[config.mk]
export PLATFORM = sky130hd
export DESIGN_NAME = prl_ctrl
export DESIGN_NICKNAME = d
export VERILOG_FILES = /design/src/rtl/prl_pkg.sv /design/src/rtl/prl_ctrl.sv
export SDC_FILE = /design/constraint.sdc
export NUM_CORES = 1
export LEC_CHECK = 0
export BUFFER_PORTS_ARGS = -buffer_cell sky130_fd_sc_hd__buf_2
export CAP_MARGIN = 20
export CORE_ASPECT_RATIO = 0.6
export CORE_MARGIN = 3
export CORE_UTILIZATION = 47
export DETAILED_ROUTE_END_ITERATION = 16
export GPL_TIMING_DRIVEN = 0
export PLACE_DENSITY = 0.76
export SYNTH_ARGS = -nofsm -noshare
export SYNTH_HDL_FRONTEND = slang
export SYNTH_SLANG_ARGS = --single-unit
[constraint.sdc]
create_clock -name clk -period 2.07 [get_ports clk]
set_input_delay 0.5175 -clock clk [delete_from_list [all_inputs] [get_ports clk]]
set_output_delay 0.5175 -clock clk [all_outputs]
set_load 0.005 [all_outputs]
[src/rtl/prl_pkg.sv]
package prl_pkg;

  // Field widths, fixed by the item format
  localparam int COORD_BITS = 24;
  localparam int OP_W       = 2;
  localparam int RIDX_W     = 4;
  localparam int VIDX_W     = 5;
  localparam int VCNT_W     = 6;
  localparam int CFG_W      = 5;
  localparam int HIT_W      = 4;

  // Default table dimensions
  localparam int DEF_MAX_REGIONS  = 16;
  localparam int DEF_MAX_VERTICES = 32;

  // Cycles from a vertex read to the inside flag being updated, minus one
  localparam int PIPE_LAT = 3;
  localparam int DRN_W    = $clog2(PIPE_LAT + 1);

  // Opcodes
  localparam logic [OP_W-1:0] OP_WRITE = 2'd0;
  localparam logic [OP_W-1:0] OP_COUNT = 2'd1;
  localparam logic [OP_W-1:0] OP_QUERY = 2'd2;

  typedef struct packed {
    logic [OP_W-1:0]              opcode;
    logic [RIDX_W-1:0]            region_index;
    logic [VIDX_W-1:0]            vertex_index;
    logic [VCNT_W-1:0]            vertex_count;
    logic signed [COORD_BITS-1:0] coord_x;
    logic signed [COORD_BITS-1:0] coord_y;
  } req_t;

  typedef struct packed {
    logic              found;
    logic [HIT_W-1:0]  hit_region;
  } rsp_t;

  // Controller to datapath commands
  typedef struct packed {
    logic load_vertex;
    logic load_count;
    logic load_query;
    logic rd_en;
    logic rd_edge;
    logic clear_inside;
  } cmd_t;

endpackage

[src/rtl/prl_ctrl.sv]
module prl_ctrl #(
  parameter int MAX_REGIONS  = prl_pkg::DEF_MAX_REGIONS,
  parameter int MAX_VERTICES = prl_pkg::DEF_MAX_VERTICES,
  localparam int REG_W  = (MAX_REGIONS > 1) ? $clog2(MAX_REGIONS) : 1,
  localparam int VTX_W  = $clog2(MAX_VERTICES),
  localparam int CNT_W  = $clog2(MAX_VERTICES + 1)
) (
  input  logic                      clk,
  input  logic                      rst,
  input  logic                      req_valid,
  output logic                      req_stall,
  input  logic [prl_pkg::OP_W-1:0]  opcode,
  output logic                      rsp_valid,
  input  logic                      rsp_stall,
  output prl_pkg::rsp_t             rsp,
  input  logic                      cfg_valid,
  output logic                      cfg_ready,
  input  logic [prl_pkg::CFG_W-1:0] cfg_data,
  output prl_pkg::cmd_t             cmd,
  output logic [REG_W-1:0]          region_sel,
  output logic [VTX_W-1:0]          vertex_sel,
  input  logic [CNT_W-1:0]          region_count,
  input  logic                      in_region
);

  import prl_pkg::*;

  localparam int RCNT_W = $clog2(MAX_REGIONS + 1);

  localparam logic [2:0] S_IDLE   = 3'd0;
  localparam logic [2:0] S_REGION = 3'd1;
  localparam logic [2:0] S_WALK   = 3'd2;
  localparam logic [2:0] S_DRAIN  = 3'd3;
  localparam logic [2:0] S_FINISH = 3'd4;

  logic [2:0]        state, state_next;
  logic [CFG_W-1:0]  regions_in_use;
  logic [RCNT_W-1:0] region;
  logic [RCNT_W-1:0] limit;
  logic [VTX_W-1:0]  vcnt;
  logic [VTX_W-1:0]  last_vtx;
  logic [DRN_W-1:0]  drain_cnt;
  logic              drain_done;
  logic              found_q;
  logic              accept;
  logic              rsp_load;
  logic              region_live;

  assign cfg_ready   = 1'b1;
  assign req_stall   = (state != S_IDLE);
  assign accept      = req_valid && !req_stall;
  assign last_vtx    = VTX_W'(region_count - 1'b1);
  assign drain_done  = (drain_cnt == DRN_W'(PIPE_LAT));
  assign region_live = (region < limit);
  assign rsp_load    = (state == S_FINISH) && (!rsp_valid || !rsp_stall);
  assign region_sel  = REG_W'(region);
  assign vertex_sel  = (state == S_REGION) ? last_vtx : vcnt;

  // Clamp the search range to the table size
  always_comb begin
    if (int'(regions_in_use) > MAX_REGIONS) begin
      limit = RCNT_W'(MAX_REGIONS);
    end else begin
      limit = RCNT_W'(regions_in_use);
    end
  end

  // Next state and commands
  always_comb begin
    cmd        = '0;
    state_next = state;
    unique case (state)
      S_IDLE: begin
        if (accept) begin
          unique case (opcode)
            OP_WRITE: cmd.load_vertex = 1'b1;
            OP_COUNT: cmd.load_count  = 1'b1;
            OP_QUERY: begin
              cmd.load_query = 1'b1;
              state_next     = S_REGION;
            end
            default: ;
          endcase
        end
      end
      S_REGION: begin
        if (!region_live) begin
          state_next = S_FINISH;
        end else if (region_count != '0) begin
          // Prime with the last vertex, which closes the boundary
          cmd.rd_en        = 1'b1;
          cmd.clear_inside = 1'b1;
          state_next       = S_WALK;
        end
      end
      S_WALK: begin
        cmd.rd_en   = 1'b1;
        cmd.rd_edge = 1'b1;
        if (vcnt == last_vtx) begin
          state_next = S_DRAIN;
        end
      end
      S_DRAIN: begin
        if (drain_done) begin
          state_next = in_region ? S_FINISH : S_REGION;
        end
      end
      S_FINISH: begin
        if (rsp_load) begin
          state_next = S_IDLE;
        end
      end
      default: state_next = S_IDLE;
    endcase
  end

  // State, counters and result slot
  always_ff @(posedge clk) begin
    if (rst) begin
      state          <= S_IDLE;
      regions_in_use <= '0;
      region         <= '0;
      vcnt           <= '0;
      drain_cnt      <= '0;
      found_q        <= 1'b0;
      rsp_valid      <= 1'b0;
    end else begin
      state <= state_next;
      if (cfg_valid && cfg_ready) begin
        regions_in_use <= cfg_data;
      end
      if (state == S_IDLE && accept) begin
        region  <= '0;
        found_q <= 1'b0;
      end
      if (state == S_REGION) begin
        vcnt      <= '0;
        drain_cnt <= '0;
        if (region_live && region_count == '0) begin
          region <= region + 1'b1;
        end
      end
      if (state == S_WALK) begin
        vcnt <= vcnt + 1'b1;
      end
      if (state == S_DRAIN) begin
        drain_cnt <= drain_cnt + 1'b1;
        if (drain_done) begin
          if (in_region) begin
            found_q <= 1'b1;
          end else begin
            region <= region + 1'b1;
          end
        end
      end
      // Hold the result until taken
      if (rsp_load) begin
        rsp_valid <= 1'b1;
      end else if (!rsp_stall) begin
        rsp_valid <= 1'b0;
      end
    end
  end

  always_ff @(posedge clk) begin
    if (rsp_load) begin
      rsp.found      <= found_q;
      rsp.hit_region <= found_q ? HIT_W'(region) : '0;
    end
  end

endmodule
; ---- Yosys cells after proc, flatten, opt, wreduce, memory -nomap -nowiden
; Cells that the tools add are included.
[word_totals]
reg_bits = 27
[op_classes]
mux = 37
eq_ne = 15
n_reduce_logical = 16
n_lt_le_gt_ge = 2
add_sub_neg = 4
[ops]
columns = op, n
row1 = $mux W5, 10
row2 = $mux W3, 10
row3 = $pmux W3 S5, 1
row4 = $mux W1, 13
row5 = $add A5 B1 Y5 const B, 2
row6 = $ne A2 B2 Y1 const B, 4
row7 = $eq A3 B2 Y1 const B, 2
row8 = $logic_not A6 Y1, 1
row9 = $reduce_and A6 Y1, 1
row10 = $reduce_bool A6 Y1, 1
row11 = $eq A5 B5 Y1, 1
row12 = $gt A5 B5 Y1 const B, 1
row13 = $lt A5 B5 Y1, 1
row14 = $sub A5 B1 Y5 const B, 1
row15 = $eq A2 B2 Y1 const B, 2
row16 = $logic_and A1 B1 Y1, 4
row17 = $mux W2, 2
row18 = $ne A2 B1 Y1 const B, 2
row19 = $reduce_bool A2 Y1, 2
row20 = $eq A3 B1 Y1 const B, 1
row21 = $eq A3 B3 Y1 const B, 1
row22 = $logic_not A1 Y1, 3
row23 = $logic_not A3 Y1, 1
row24 = $ne A3 B2 Y1 const B, 1
row25 = 6 further kinds, 6

; ---- Longest topological paths before layout
[logic_depth]
word_depth = 10
ltp_mapped = 8
ltp_nobuf = 8

; ---- Worst setup path before layout
; Ideal clock, no wire load.
[synth_timing]
path_type = reg2out
from = register regions_in_use[4]
to = output port cmd[2] (netlist bit)
path_buffers = 0
required_time_ns = 1.553
path_stages_with_launch = 8
slack_ns = -0.212
t_arrival_ns = 1.764
cell_sequence = dfxtp_1 > inv_1 > nand2_1 > ha_1 > or4b_4 > a221oi_4 > nand2_1 > o21ai_1
[synth_lines]
columns = element, line_no
row1 = start: declaration, prl_ctrl.sv:37  ; logic [CFG_W-1:0] regions_in_use;
row2 = start signal: assignment, prl_ctrl.sv:130  ; regions_in_use <= cfg_data;
row3 = end: declaration, prl_ctrl.sv:19  ; output prl_pkg::cmd_t cmd,

==> flow_metrics.py <==
metrics = {
    "worst_hold_path": {
        "hold_class": "reg -> reg",
    },
    "timing": {
        "setup_violations": 10,
        "grt_setup_unrepaired": "true",
        "post-route-period-util_pct": 126,
        "setup_ws_ps": -547,
        "holdWs_ps": 469,
        "worst_slew_pin_slew_ps": 554,
        "maxSlewViolCount": 0,
        "slew_headroom_pct": 63.1,
        "fin_skew_ps": 10.2,
        "max_freq_ghz": 0.382,
        "hold_viol": 0,
        "period_needed_ps": 2620,
        "setup_tns_ps": -3340,
    },
    "setup_path": {
        "end_kind": "output port",
        "required_ps": 1550,
        "crit_fanout": 3,
        "worstSetupStartpointType": "flip-flop",
        "arrival_ps": 2100,
        "worstSetupPathType": "reg -> out",
    },
    "cells_and_area": {
        "drive_gt1_share_pct": 38.6,
        "fill_cells": 237,
        "layout_commonest_cell": "buf_2",
        "multi_input_area_um2": 1020,
        "fin_area_um2": 2150,
        "nets": 269,
        "fin_util_pct": 70.2,
        "syn_to_final_growth_pct": 34.4,
        "seqCellArea_um2": 598,
        "antenna_cells": 0,
        "mostFrequentLayoutCells": "buf_2, a21oi_1, nor2_1",
    },
    "die": {
        "placementRows": 15,
        "die_y_um": 51.2,
        "die_area_um2": 4160,
        "die_w_um": 81.3,
        "coreArea_um2": 3060,
        "io_pins": 42,
        "initial_core_util_pct": 52.3,
    },
    "global_routing": {
        "grt_pass1_vias": 1258,
        "grt_pass1_wl_um": 6240,
        "grt_max_degree": 16,
        "grt_overflow": 0,
        "grt_use_total_pct": 19.5,
        "antenna_found_initial": 0,
    },
    "route": {
        "routed_wl_um": 4300,
        "postRouteAntennaNets": 0,
        "drt_iter0_markers": 186,
        "wire_per_inst_um": 15.2,
        "vias_per_cell": 5.51,
        "vias": 1558,
        "drc": 0,
        "dr.pass1.iters": 4,
    },
    "cts": {
        "clk_pin_slew_ps": 90,
        "clockBufferDepth": 2,
        "hold_buffers": 0,
        "cts_tree": "yes",
        "cts_root_buffer": "clkbuf_8",
        "cts_made_buffers": 3,
        "htreeDepth": 1,
        "cts_sinks": 27,
        "insertion_delay_ps": 280,
    },
    "flow_run": {
        "drv_cap": 0,
    },
    "logic_synthesis": {
        "synth_warnings": 0,
        "syn_area_um2": 1600,
        "syn-num-nets": 211,
        "synth_cells": 184,
        "synth-seq-area-share_pct": 36.9,
        "synth_seq_cells": 27,
        "syn_area_per_cell_um2": 8.69,
        "ys.flop_type": "dfxtp_1",
        "synth_enable_flop_cells": 5,
        "synth_cell_types": 48,
        "ys_async_sr_fraction_pct": 0,
    },
    "placement": {
        "placed_area_um2": 1850,
        "place_congestion": 0.862,
        "dpl.hpwl_um": 2700,
        "port_buffers": 39,
    },
    "pwr": {
        "vdd_ir_drop_max_uv": 535,
        "p_total_mw": 1.66,
        "power_density_nw_per_um2": 772,
        "leakage_nw": 0.904,
    },
    "run_status": {
        "outcome": "finished with violations",
        "violations": "negative setup slack",
    },
}
-- synth_stat cells (2+ instances only) --
library cell / count / share of area [%]
edfxtp_1: 5 / 9.4
nand3_1: 7 / 2.2
inv_2: 2 / 0.47
mux2i_1: 5 / 3.1
nor3_1: 4 / 1.3
and2_1: 4 / 1.6
inv_1: 6 / 1.4
clkbuf_1: 5 / 1.2
o21ai_0: 2 / 0.63
a41oi_1: 2 / 1.1
nand2_1: 11 / 2.6
dfxtp_1: 22 / 28
nand3b_1: 2 / 0.94
nand4_1: 2 / 0.78
nor2_1: 19 / 4.5
nor3b_1: 3 / 1.4
buf_4: 6 / 2.8
ha_1: 8 / 6.3
nor2b_1: 2 / 0.78
a21oi_1: 23 / 7.2
or3_1: 4 / 1.6
nand2b_1: 3 / 1.2
a211oi_1: 2 / 0.94
xnor2_1: 8 / 4.4
o21ai_1: 4 / 1.3
-- metrics by stage --
step,setup WS [ps],std cells
floorplan,-163,184
global placement,-416,265
detailed placement,-413,265
CTS,-571,278
global route,-619,283
finish,-547,283
-- cell families (layout without fill, tap and decap cells) --
family / after synthesis / in the layout / synth area share, %
compound gates: 44 / 44 / 18.5
fa+ha+maj: 8 / 8 / 6.26
other cells: 1 / 1 / 0.235
simple gates: 70 / 70 / 23.9
xor+xnor: 9 / 9 / 4.93
mux: 5 / 5 / 3.13
flops: 27 / 27 / 36.9
buf+inv: 20 / 77 / 6.10
-- sequential cells by signal, indices dropped and copies added, names as in the netlist --
name            count
region              5
regions_in_use      5
rsp                 5
vcnt                5
state               3
drain_cnt           2
found_q             1
rsp_valid           1
-- layer usage --
| layer | track usage, % | share of wire (%) |
|---|---|---|
| met1 | 30.8 | 50 |
| met5 | 0 | 0 |
| met2 | 24.1 | 40 |
| met3 | 5.11 | 7.3 |
| met4 | 7.58 | 2.7 |
-- worst paths after layout --
path	start	to	slack, ps	cells past startpoint
setup reg to reg	regions_in_use[4]$_SDFFE_PP0P_	state[1]$_SDFFE_PP0P_	-480	13
hold / removal	drain_cnt[1]$_SDFFE_PP0P_	drain_cnt[1]$_SDFFE_PP0P_	470	2
hold reg to reg	drain_cnt[1]$_SDFFE_PP0P_	drain_cnt[1]$_SDFFE_PP0P_	470	2
setup / recovery	regions_in_use[4]$_SDFFE_PP0P_	cmd[2]	-550	8
-- repair_timing --
action                     CTS  global route
setup endpoints to repair   18            18
gates resized for setup     20            14
buffers inserted            15             5
pin swaps                    6            10
-- power breakdown --
group	switching [mW]	internal [mW]	total (mW)	leakage (nW)
registers	0.0620	0.580	0.642	0.221
clock network	0.165	0.135	0.300	0.0255
logic	0.398	0.320	0.718	0.658
total	0.625	1.03	1.66	0.904
-- worst max-delay path, stage by stage, from the launching register on --
cell	delay, ps
dfxtp_2	330
inv_2	60
nand2_2	60
ha_4	160
or4b_4	520
a221oi_4	340
nand2_2	110
o21ai_1	120
buf_2	120
-- cell type report --
cell class                 count  share of cell area [%]
multi-input combinational    137                    47.4
sequential                    27                    27.8
timing repair buffer          54                    15.6
buffer                        11                    3.20
tap                           42                    2.45
clock buffer                   3                    1.92
inverter                       8                    1.40
clock inverter                 1                   0.233
Power figures use the tool's default switching activity.
